$ cat config.mk
export PLATFORM = sky130hd
export DESIGN_NAME = ber_tlv_stream_parser_core
export DESIGN_NICKNAME = d
export VERILOG_FILES = /design/src/design/btlv_pkg.sv /design/src/design/ber_tlv_stream_parser_core.sv /design/src/design/btlv_end_stack.sv /design/src/design/btlv_parser.sv
export SDC_FILE = /design/constraint.sdc
export NUM_CORES = 1
export LEC_CHECK = 0
export BUFFER_PORTS_ARGS = -buffer_cell sky130_fd_sc_hd__buf_2
export CAP_MARGIN = 25
export CORE_MARGIN = 10
export CORE_UTILIZATION = 50
export CTS_BUF_LIST = sky130_fd_sc_hd__clkbuf_8 sky130_fd_sc_hd__clkbuf_16
export CTS_CLUSTER_SIZE = 10
export DETAILED_ROUTE_END_ITERATION = 12
export GPL_TIMING_DRIVEN = 1
export PLACE_DENSITY = 0.67
export SETUP_SLACK_MARGIN = 0.1
export SLEW_MARGIN = 15
export SYNTH_ARGS = -nofsm -noshare
export SYNTH_HDL_FRONTEND = slang
export SYNTH_SLANG_ARGS = --single-unit
$ cat constraint.sdc
create_clock -name clk -period 13 [get_ports clk]
set_input_delay 1.3 -clock clk [delete_from_list [all_inputs] [get_ports clk]]
set_output_delay 1.3 -clock clk [all_outputs]
set_load 0.005 [all_outputs]
$ cat src/design/btlv_pkg.sv
// Shared types and constants for the streaming tag-length-value parser.
// Used by btlv_parser and ber_tlv_stream_parser_core.
`default_nettype none

package btlv_pkg;

	localparam int MAX_NEST_DEF     = 8;
	localparam int MSG_LEN_BITS_DEF = 16;

	localparam logic [4:0] TAG_MULTI_MASK = 5'h1F;
	localparam int         MAX_TAG_BYTES  = 4;
	localparam int         MAX_LEN_BYTES  = 4;

	typedef enum logic [2:0] {
		PH_IDLE      = 3'd0,
		PH_TAG_FIRST = 3'd1,
		PH_TAG_MORE  = 3'd2,
		PH_LEN_FIRST = 3'd3,
		PH_LEN_MORE  = 3'd4,
		PH_DATA      = 3'd5,
		PH_DONE      = 3'd6
	} phase_t;

	typedef enum logic [1:0] {
		KIND_HEADER = 2'd0,
		KIND_DATA   = 2'd1,
		KIND_ERROR  = 2'd2
	} kind_t;

	typedef enum logic [2:0] {
		ERR_NONE       = 3'd0,
		ERR_TAG_LONG   = 3'd1,
		ERR_LEN_FIELD  = 3'd2,
		ERR_LEN_EXCEED = 3'd3,
		ERR_TRUNCATED  = 3'd4,
		ERR_TOO_DEEP   = 3'd5
	} err_t;

	typedef struct packed {
		kind_t       kind;
		logic [31:0] tag;
		logic [15:0] length;
		logic [3:0]  elem_depth;
		logic        constructed;
		logic [7:0]  value_byte;
		err_t        error_code;
		logic        message_end;
	} result_t;

endpackage

`default_nettype wire

$ cat src/design/ber_tlv_stream_parser_core.sv
// Top level: input register, parser, result register and the base-depth register.
// Depends on btlv_pkg and btlv_parser.
//
// Usage: message bytes enter on the s_ stream, one per item. s_tuser marks the
// first byte of a message; s_tdata carries that byte and the message length,
// which is sampled with the first byte. Each byte gives zero or one result on
// the m_ stream: an element header, a primitive data byte or an error, told
// apart by m_tuser. m_tlast marks the result that completes the message.
// base_depth is to be written through cfg_wr_en / cfg_wr_data only while the block
// idles; the block does not enforce this. Each byte goes from the input register
// through the parser to the result register. Throughput: one byte per cycle while
// results are taken; the parse state loops back through a single stage of decode
// logic with one compare per nesting level. Reset clears the parser to idle,
// awaiting a message start, and empties both registers; bytes before the first
// message start give no result. When the receiver stalls, the result register holds,
// the input register fills and s_tready drops until the result is taken.
`default_nettype none

module ber_tlv_stream_parser_core #(
	parameter int MAX_NEST     = btlv_pkg::MAX_NEST_DEF,
	parameter int MSG_LEN_BITS = btlv_pkg::MSG_LEN_BITS_DEF
) (
	input  wire logic        clk,
	input  wire logic        arst_n,
	input  wire logic        s_tvalid,
	output logic             s_tready,
	input  wire logic [23:0] s_tdata,     // data_byte[7:0], message_length[23:8]
	input  wire logic        s_tuser,     // message_start
	output logic             m_tvalid,
	input  wire logic        m_tready,
	output logic      [63:0] m_tdata,     // tag[31:0], length[47:32], elem_depth[51:48],
	                                      // constructed[52], value_byte[60:53],
	                                      // error_code[63:61]
	output logic      [1:0]  m_tuser,     // kind
	output logic             m_tlast,     // message_end
	input  wire logic        cfg_wr_en,
	input  wire logic [2:0]  cfg_wr_data  // base_depth
);

	logic              valid_s1;
	logic [23:0]       data_s1;
	logic              start_s1;
	logic              advance;
	logic              res_valid;
	btlv_pkg::result_t res;
	logic              valid_s2;
	btlv_pkg::result_t res_s2;
	logic [2:0]        base_depth_q;

	assign advance  = valid_s1 && (!valid_s2 || m_tready);
	assign s_tready = !valid_s1 || advance;

	always_ff @(posedge clk or negedge arst_n) begin
		if (!arst_n) begin
			valid_s1 <= 1'b0;
		end else if (s_tvalid && s_tready) begin
			valid_s1 <= 1'b1;
		end else if (advance) begin
			valid_s1 <= 1'b0;
		end
	end

	always_ff @(posedge clk) begin
		if (s_tvalid && s_tready) begin
			data_s1  <= s_tdata;
			start_s1 <= s_tuser;
		end
	end

	always_ff @(posedge clk or negedge arst_n) begin
		if (!arst_n) begin
			base_depth_q <= '0;
		end else if (cfg_wr_en) begin
			base_depth_q <= cfg_wr_data;
		end
	end

	btlv_parser #(
		.MAX_NEST     (MAX_NEST),
		.MSG_LEN_BITS (MSG_LEN_BITS)
	) u_parser (
		.clk            (clk),
		.arst_n         (arst_n),
		.en             (advance),
		.data_byte      (data_s1[7:0]),
		.message_start  (start_s1),
		.message_length (data_s1[23:8]),
		.base_depth     (base_depth_q),
		.res_valid      (res_valid),
		.res            (res)
	);

	// Load on advance; otherwise drop the held item once it is taken.
	always_ff @(posedge clk or negedge arst_n) begin
		if (!arst_n) begin
			valid_s2 <= 1'b0;
		end else if (advance) begin
			valid_s2 <= res_valid;
		end else if (m_tready) begin
			valid_s2 <= 1'b0;
		end
	end

	always_ff @(posedge clk) begin
		if (advance) begin
			res_s2 <= res;
		end
	end

	assign m_tvalid = valid_s2;
	assign m_tuser  = res_s2.kind;
	assign m_tlast  = res_s2.message_end;
	assign m_tdata  = {res_s2.error_code, res_s2.value_byte, res_s2.constructed,
	                   res_s2.elem_depth, res_s2.length, res_s2.tag};

endmodule

`default_nettype wire

$ cat src/design/btlv_end_stack.sv
// End-offset stack of the open constructed elements, with one compare per level.
// Depends on nothing but its parameters.
`default_nettype none

module btlv_end_stack #(
	parameter int MAX_NEST     = 8,
	parameter int MSG_LEN_BITS = 16,
	localparam int NW = $clog2(MAX_NEST + 1),
	localparam int IW = (MAX_NEST > 1) ? $clog2(MAX_NEST) : 1
) (
	input  wire logic                    clk,
	input  wire logic                    push_en,
	input  wire logic [MSG_LEN_BITS-1:0] push_end,
	input  wire logic [NW-1:0]           cur_nest,
	input  wire logic [MSG_LEN_BITS-1:0] probe_pos,
	output logic      [MSG_LEN_BITS-1:0] top_end,
	output logic      [NW-1:0]           keep_nest
);

	logic [MSG_LEN_BITS-1:0] ends_q [MAX_NEST];
	logic [NW-1:0]           top_lvl;

	always_ff @(posedge clk) begin
		if (push_en) begin
			ends_q[cur_nest[IW-1:0]] <= push_end;
		end
	end

	assign top_lvl = cur_nest - NW'(1);
	assign top_end = ends_q[top_lvl[IW-1:0]];

	// Ends nest inward, so the levels still open form a prefix of the stack.
	always_comb begin
		keep_nest = '0;
		for (int i = 0; i < MAX_NEST; i++) begin
			if ((NW'(i) < cur_nest) && (ends_q[i] > probe_pos)) begin
				keep_nest = NW'(i + 1);
			end
		end
	end

endmodule

`default_nettype wire

$ cat src/design/btlv_parser.sv
// Parser state and per-byte decode: tag, length, data and nesting control.
// Depends on btlv_pkg and btlv_end_stack.
`default_nettype none

module btlv_parser #(
	parameter int MAX_NEST     = btlv_pkg::MAX_NEST_DEF,
	parameter int MSG_LEN_BITS = btlv_pkg::MSG_LEN_BITS_DEF
) (
	input  wire logic             clk,
	input  wire logic             arst_n,
	input  wire logic             en,
	input  wire logic [7:0]       data_byte,
	input  wire logic             message_start,
	input  wire logic [15:0]      message_length,
	input  wire logic [2:0]       base_depth,
	output logic                  res_valid,
	output btlv_pkg::result_t     res
);

	localparam int NW = $clog2(MAX_NEST + 1);
	localparam int B  = MSG_LEN_BITS;

	btlv_pkg::phase_t phase_q, cur_phase, phase_d;
	logic [B-1:0]  pos_q, cur_pos, pos_d;
	logic [B-1:0]  end_q, cur_end;
	logic [NW-1:0] nest_q, cur_nest, nest_d;
	logic [31:0]   tag_q, cur_tag, tag_d;
	logic [2:0]    tcnt_q, cur_tcnt, tcnt_d;
	logic [31:0]   lacc_q, cur_lacc, lacc_d;
	logic [2:0]    lbl_q, cur_lbl, lbl_d;
	logic [B-1:0]  dbl_q, cur_dbl, dbl_d;
	logic          cflag_q, cur_cflag, cflag_d;

	logic          start;
	logic          live, work;
	logic [B-1:0]  nxt, encl, room, top_end, dbl_new, push_end;
	logic [NW-1:0] keep_nest;
	logic [31:0]   tag_new, lacc_new, hdr_len;
	logic [2:0]    tcnt_new;
	logic          hdr_end, too_long, too_deep, trunc, msg_over;
	logic          push, close_now;
	logic [3:0]    cur_depth;
	btlv_pkg::err_t err_code;
	logic          err;

	// A message start restarts the parser before the byte is looked at.
	assign start     = en && message_start;
	assign cur_phase = start ? btlv_pkg::PH_TAG_FIRST : phase_q;
	assign cur_pos   = start ? '0 : pos_q;
	assign cur_end   = start ? B'(message_length) : end_q;
	assign cur_nest  = start ? '0 : nest_q;
	assign cur_tag   = start ? '0 : tag_q;
	assign cur_tcnt  = start ? '0 : tcnt_q;
	assign cur_lacc  = start ? '0 : lacc_q;
	assign cur_lbl   = start ? '0 : lbl_q;
	assign cur_dbl   = start ? '0 : dbl_q;
	assign cur_cflag = start ? 1'b0 : cflag_q;

	assign live = (cur_phase != btlv_pkg::PH_IDLE) && (cur_phase != btlv_pkg::PH_DONE);
	assign work = en && live && (cur_pos < cur_end);

	assign nxt       = cur_pos + B'(1);
	assign encl      = (cur_nest != '0) ? top_end : cur_end;
	assign room      = (encl > nxt) ? (encl - nxt) : '0;
	assign trunc     = (nxt >= encl);
	assign msg_over  = (nxt >= cur_end);
	assign cur_depth = 4'(base_depth) + 4'(cur_nest);
	assign tag_new   = (cur_phase == btlv_pkg::PH_TAG_FIRST) ? {24'd0, data_byte}
	                                                         : {cur_tag[23:0], data_byte};
	assign tcnt_new  = cur_tcnt + 3'd1;
	assign lacc_new  = {cur_lacc[23:0], data_byte};
	assign dbl_new   = (cur_dbl != '0) ? (cur_dbl - B'(1)) : cur_dbl;
	assign hdr_len   = (cur_phase == btlv_pkg::PH_LEN_MORE) ? lacc_new
	                 : (data_byte[7] ? 32'd0 : {24'd0, data_byte});
	assign too_long  = (hdr_len > 32'(room));
	assign too_deep  = cur_cflag && (hdr_len != '0) && (32'(cur_nest) >= 32'(MAX_NEST));
	assign push_end  = nxt + B'(hdr_len);

	// Decode: where the header ends and which error this byte raises.
	always_comb begin
		hdr_end  = 1'b0;
		err_code = btlv_pkg::ERR_NONE;
		unique case (cur_phase)
			btlv_pkg::PH_TAG_FIRST: begin
				if (trunc) err_code = btlv_pkg::ERR_TRUNCATED;
			end
			btlv_pkg::PH_TAG_MORE: begin
				if (data_byte[7] && (32'(tcnt_new) >= 32'(btlv_pkg::MAX_TAG_BYTES))) begin
					err_code = btlv_pkg::ERR_TAG_LONG;
				end else if (trunc) begin
					err_code = btlv_pkg::ERR_TRUNCATED;
				end
			end
			btlv_pkg::PH_LEN_FIRST: begin
				if (!data_byte[7] || (data_byte[6:0] == 7'd0)) begin
					hdr_end = 1'b1;
				end else if (32'(data_byte[6:0]) > 32'(btlv_pkg::MAX_LEN_BYTES)) begin
					err_code = btlv_pkg::ERR_LEN_FIELD;
				end else if (trunc) begin
					err_code = btlv_pkg::ERR_TRUNCATED;
				end
			end
			btlv_pkg::PH_LEN_MORE: begin
				if (cur_lbl == 3'd1) begin
					hdr_end = 1'b1;
				end else if (trunc) begin
					err_code = btlv_pkg::ERR_TRUNCATED;
				end
			end
			default: ;
		endcase
		if (hdr_end) begin
			if (too_long) begin
				err_code = btlv_pkg::ERR_LEN_EXCEED;
			end else if (too_deep) begin
				err_code = btlv_pkg::ERR_TOO_DEEP;
			end
		end
	end

	assign err       = (err_code != btlv_pkg::ERR_NONE);
	assign push      = work && hdr_end && !err && cur_cflag && (hdr_len != '0);
	assign close_now = work && !err && ((hdr_end && (hdr_len == '0)) ||
	                   ((cur_phase == btlv_pkg::PH_DATA) && (dbl_new == '0)));

	btlv_end_stack #(
		.MAX_NEST     (MAX_NEST),
		.MSG_LEN_BITS (MSG_LEN_BITS)
	) u_stack (
		.clk       (clk),
		.push_en   (push),
		.push_end  (push_end),
		.cur_nest  (cur_nest),
		.probe_pos (nxt),
		.top_end   (top_end),
		.keep_nest (keep_nest)
	);

	// Next state.
	always_comb begin
		phase_d = cur_phase;
		pos_d   = cur_pos;
		nest_d  = cur_nest;
		tag_d   = cur_tag;
		tcnt_d  = cur_tcnt;
		lacc_d  = cur_lacc;
		lbl_d   = cur_lbl;
		dbl_d   = cur_dbl;
		cflag_d = cur_cflag;
		if (work) begin
			pos_d = nxt;
			if (err) begin
				phase_d = btlv_pkg::PH_DONE;
			end else begin
				unique case (cur_phase)
					btlv_pkg::PH_TAG_FIRST: begin
						tag_d   = tag_new;
						tcnt_d  = 3'd1;
						cflag_d = data_byte[5];
						phase_d = (data_byte[4:0] == btlv_pkg::TAG_MULTI_MASK)
						        ? btlv_pkg::PH_TAG_MORE : btlv_pkg::PH_LEN_FIRST;
					end
					btlv_pkg::PH_TAG_MORE: begin
						tag_d  = tag_new;
						tcnt_d = tcnt_new;
						if (!data_byte[7]) phase_d = btlv_pkg::PH_LEN_FIRST;
					end
					btlv_pkg::PH_LEN_FIRST: begin
						if (!hdr_end) begin
							lbl_d   = data_byte[2:0];
							lacc_d  = '0;
							phase_d = btlv_pkg::PH_LEN_MORE;
						end
					end
					btlv_pkg::PH_LEN_MORE: begin
						lacc_d = lacc_new;
						lbl_d  = cur_lbl - 3'd1;
					end
					btlv_pkg::PH_DATA: begin
						dbl_d = dbl_new;
					end
					default: phase_d = btlv_pkg::PH_DONE;
				endcase
				if (push) begin
					nest_d  = cur_nest + NW'(1);
					phase_d = btlv_pkg::PH_TAG_FIRST;
				end else if (hdr_end && (hdr_len != '0)) begin
					dbl_d   = B'(hdr_len);
					phase_d = btlv_pkg::PH_DATA;
				end
				if (close_now) begin
					nest_d  = keep_nest;
					phase_d = msg_over ? btlv_pkg::PH_DONE : btlv_pkg::PH_TAG_FIRST;
				end
			end
		end else if (en && live) begin
			phase_d = btlv_pkg::PH_DONE;
		end
	end

	// Result.
	always_comb begin
		res       = '0;
		res_valid = work && (err || hdr_end || (cur_phase == btlv_pkg::PH_DATA));
		if (err) begin
			res.kind       = btlv_pkg::KIND_ERROR;
			res.error_code = err_code;
		end else if (hdr_end) begin
			res.kind        = btlv_pkg::KIND_HEADER;
			res.tag         = cur_tag;
			res.length      = hdr_len[15:0];
			res.elem_depth  = cur_depth;
			res.constructed = cur_cflag;
			res.message_end = close_now && msg_over;
		end else if (cur_phase == btlv_pkg::PH_DATA) begin
			res.kind        = btlv_pkg::KIND_DATA;
			res.elem_depth  = cur_depth;
			res.value_byte  = data_byte;
			res.message_end = close_now && msg_over;
		end
	end

	always_ff @(posedge clk or negedge arst_n) begin
		if (!arst_n) begin
			phase_q <= btlv_pkg::PH_IDLE;
			pos_q   <= '0;
			end_q   <= '0;
			nest_q  <= '0;
			tag_q   <= '0;
			tcnt_q  <= '0;
			lacc_q  <= '0;
			lbl_q   <= '0;
			dbl_q   <= '0;
			cflag_q <= 1'b0;
		end else if (en) begin
			phase_q <= phase_d;
			pos_q   <= pos_d;
			end_q   <= cur_end;
			nest_q  <= nest_d;
			tag_q   <= tag_d;
			tcnt_q  <= tcnt_d;
			lacc_q  <= lacc_d;
			lbl_q   <= lbl_d;
			dbl_q   <= dbl_d;
			cflag_q <= cflag_d;
		end
	end

endmodule

`default_nettype wire
==> metrics.md <==
| Metric | Value |
|---|---|
| Top cells by area, synth | `edfxtp_1 (32%), dfrtp_1 (15%), ha_1 (12%), a21oi_1 (3.8%), nand2_1 (2.9%)` |
| Remaining Overflow, GRT | `0` |
| Req. time, crit path | `13.44 ns` |
| RSZ-0062 raised after global routing | `false` |
| Number of buffers created by CTS | `42` |
| # diodes | `0` |
| Clk_lat worst skew | `approximately 0.58 ns` |
| CTS Sinks | `roughly 340` |
| Number of max-cap violations | `0` |
| Seq/Total Area, Yosys | `a little under half` |
| Worst slew pin tran | `between 1 and 1.5 ns` |
| Fmax | `100 MHz` |
| Number of synthesized flops with an enable pin | `220` |
| DIE WIDTH | `223 um` |
| Largest net degree at the start of global routing | `82` |
| Area Overhead vs Synth | `12.6%` |
| Fin area | `~23000 sq um` |
| # resized after CTS | `0` |
| # hold bufs at CTS | `0` |
| Core ar. | `40800 sq um` |
| I/O Buffers | `101` |
| Cell Pwr Density | `186 nW/um^2` |
| Top-area cell type share of the netlist area | `31.9%` |
| Final setup vio count | `0` |
| Root Buffer | `clkbuf_16` |
| Die Y | `between 200 and 250 um` |
| Cell taking the most area after synthesis | `edfxtp_1` |
| Routed wire length | `64700 um` |
| FP Rows | `74` |
| Vias | `between 15000 and 20000` |
| CP bufs+invs | `4` |
| Syn avg cell area | `10.4 sq um` |
| Most frequent cell after synthesis | `edfxtp_1` |
| Yosys Warn Count | `0` |
| Cell repeated most along the worst path | `nand2_1` |
| Hold WC Path Type | `flop to flop` |
| Post-synthesis cell area | `20700 sq um` |
| CP max stage cell | `nor4_1` |
| Run status | `completed` |
| Postcts setup bufs | `0` |
| Top cell family by delay on the critical path | `simple AND/OR/NAND/NOR gates` |
| Min Tclk post-route | `9.96 ns` |
| Placed cells | `2584` |
| Worst-path clk slew | `0.05 ns` |
| DP Area | `21900 sq um` |
| Final non-filler cell total | `about 2700` |
| Tcrit/Tclk final | `76.6%` |
| Crit Path Class | `input pin to flop` |
| Setup TNS | `0 ns` |
| Post-synth ARST share | `roughly 36%` |
| Total die area | `49900 sq um` |
| Main synth FF type | `edfxtp_1` |
| Synth cell types | `90` |
| Routed vias/inst | `6.27` |
| Starting DRT DRC Count | `1450` |
| CTS tree | `yes` |
| Fin. max-slew vios | `0` |
| Max FO, Critical Path | `30` |
| Clock Skew | `0.0186 ns` |
| Startpoint Class | `input pin` |
| First-pass iteration count of the detailed router | `5` |
| Number of synthesized register bits | `343` |
| Post-Syn Instances | `1993` |
| Bufs on Longest Clock Path | `3` |
| H-tree depth | `2` |
| VDD IR max | `0.114 mV` |
| Vias in the first global route | `16700` |
| DRC violations left | `0` |
| Slew margin rel. | `between 20% and 30%` |
| Starting Density | `50.7%` |
| Worst path arrival time | `10.40 ns` |
| Final Core Density | `a little under three fifths` |
| Static leakage | `10.1 nW` |
| Overall power | `0.00433 W` |
| Gpl congestion | `0.954` |
| Final net count | `2339` |
| First-pass GRT wire length | `between 90000 and 100000 um` |
| IO Pins | `102` |
| Routed Antenna Nets | `0` |
| GRT Total Usage | `25.1%` |
| Nature of the critical path endpoint | `flop` |
| Drt wl/cell | `24.3 um` |
| Syn_nets | `2234` |
| Initial antenna violation count | `0` |
| Max stage delay on crit path | `0.84 ns` |
| Post-DP HPWL | `47500 um` |
| Final number of hold-violating endpoints | `0` |
| Synth top cells by count | `edfxtp_1 (220), ha_1 (205), nand2_1 (160), a21oi_1 (155), nor2_1 (144)` |
| Share of cells above drive strength 1 | `11.6%` |
==> tightest hold or removal path: cells and delay by family (launching register included) <==
family,cells,cell delay [ns]
DFF,1,0.32
and+or+nand+nor,2,0.12
==> where the power goes <==
| group | leakage (nW) | internal, W | switching (W) |
|---|---|---|---|
| Combinational | 5.55 | 0.000674 | 0.00118 |
| Sequential | 3.83 | 0.00130 | 0.0000686 |
| Clock | 0.729 | 0.000647 | 0.000454 |
| Total | 10.1 | 0.00263 | 0.00171 |
==> stage by stage <==
stage	worst slack [ns]	hold slack, ns
after detailed placement	2.82	0.457
after global placement	3.07	0.430
after CTS	3.39	0.468
after global routing	2.50	0.476
final	3.04	0.463
after floorplan	2.63	0.410
==> registers in the layout (all words and copies together), names as in the netlist <==
register / cells
u_parser.cflag_q: 1
m_tvalid: 1
u_parser.u_stack.ends_q: 128
m_tlast: 1
m_tdata: 64
u_parser.lbl_q: 3
u_parser.tag_q: 32
u_parser.phase_q: 3
u_parser.dbl_q: 16
u_parser.tcnt_q: 3
m_tuser: 2
u_parser.pos_q: 16
start_s1: 1
u_parser.nest_q: 4
valid_s1: 1
base_depth_q: 3
data_s1: 24
u_parser.lacc_q: 24
u_parser.end_q: 16
==> cells by family (layout without fill, tap and decap cells) <==
| family | count (synthesis) | in the layout | share of synthesized area, % |
|---|---|---|---|
| and+or+nand+nor | 623 | 623 | 15.1 |
| AOI/OAI and AO/OA | 552 | 552 | 17.7 |
| DFF | 343 | 343 | 46.8 |
| adders and majority gates | 216 | 216 | 13.1 |
| buffers and inverters | 168 | 307 | 3.19 |
| xor gates and xnor gates | 56 | 56 | 2.37 |
| muxes | 35 | 35 | 1.72 |
==> final timing paths <==
kind	depth (start not counted)	from	endpoint	slack [ns]
max	32	m_tready	u_parser.tag_q[17]	3.04
min	2	u_parser.end_q[0]	u_parser.end_q[0]	0.46
max reg2reg	31	start_s1	u_parser.tag_q[17]	3.20
min reg2reg	2	u_parser.end_q[0]	u_parser.end_q[0]	0.46
max in group asynchronous	3	arst_n	u_parser.tag_q[10]	11.30
min in group asynchronous	1	arst_n	u_parser.dbl_q[14]	0.64
==> layout make-up <==
| type | instances | area (sq um) |
|---|---|---|
| clock inverters | 32 | 196 |
| clock buffers | 46 | 1110 |
| fillers | 3470 | 17500 |
| flip-flops and latches | 343 | 9680 |
| multi-input cells | 1482 | 10400 |
| inverters | 80 | 302 |
| well taps | 532 | 666 |
| repair buffers | 149 | 915 |
==> cells in the final DEF (no fill, tap or decap), drive strengths merged, types with 34 or more instances in the layout <==
cell    synthesis  layout
nand4          35      35
a21o           34      34
and2           74      74
edfxtp        220     220
ha            205     205
a21oi         155     155
dfrtp         123     123
xnor2          42      42
buf            26     149
nand2         160     160
nor3           43      43
clkbuf         62      46
a22o           62      62
inv            80     106
nand3          38      38
o21ai         101     101
nor2          147     147
==> layer usage <==
layer / vias up / global-route usage, % / share of wire (%)
met5: - / 0 / 0
met4: 0 / 11.3 / 4.2
met3: 152 / 3.66 / 6.0
met2: 657 / 41.8 / 48
met1: 8180 / 31.9 / 42
li1: 7709 / - / -
Power figures use the tool's default switching activity.
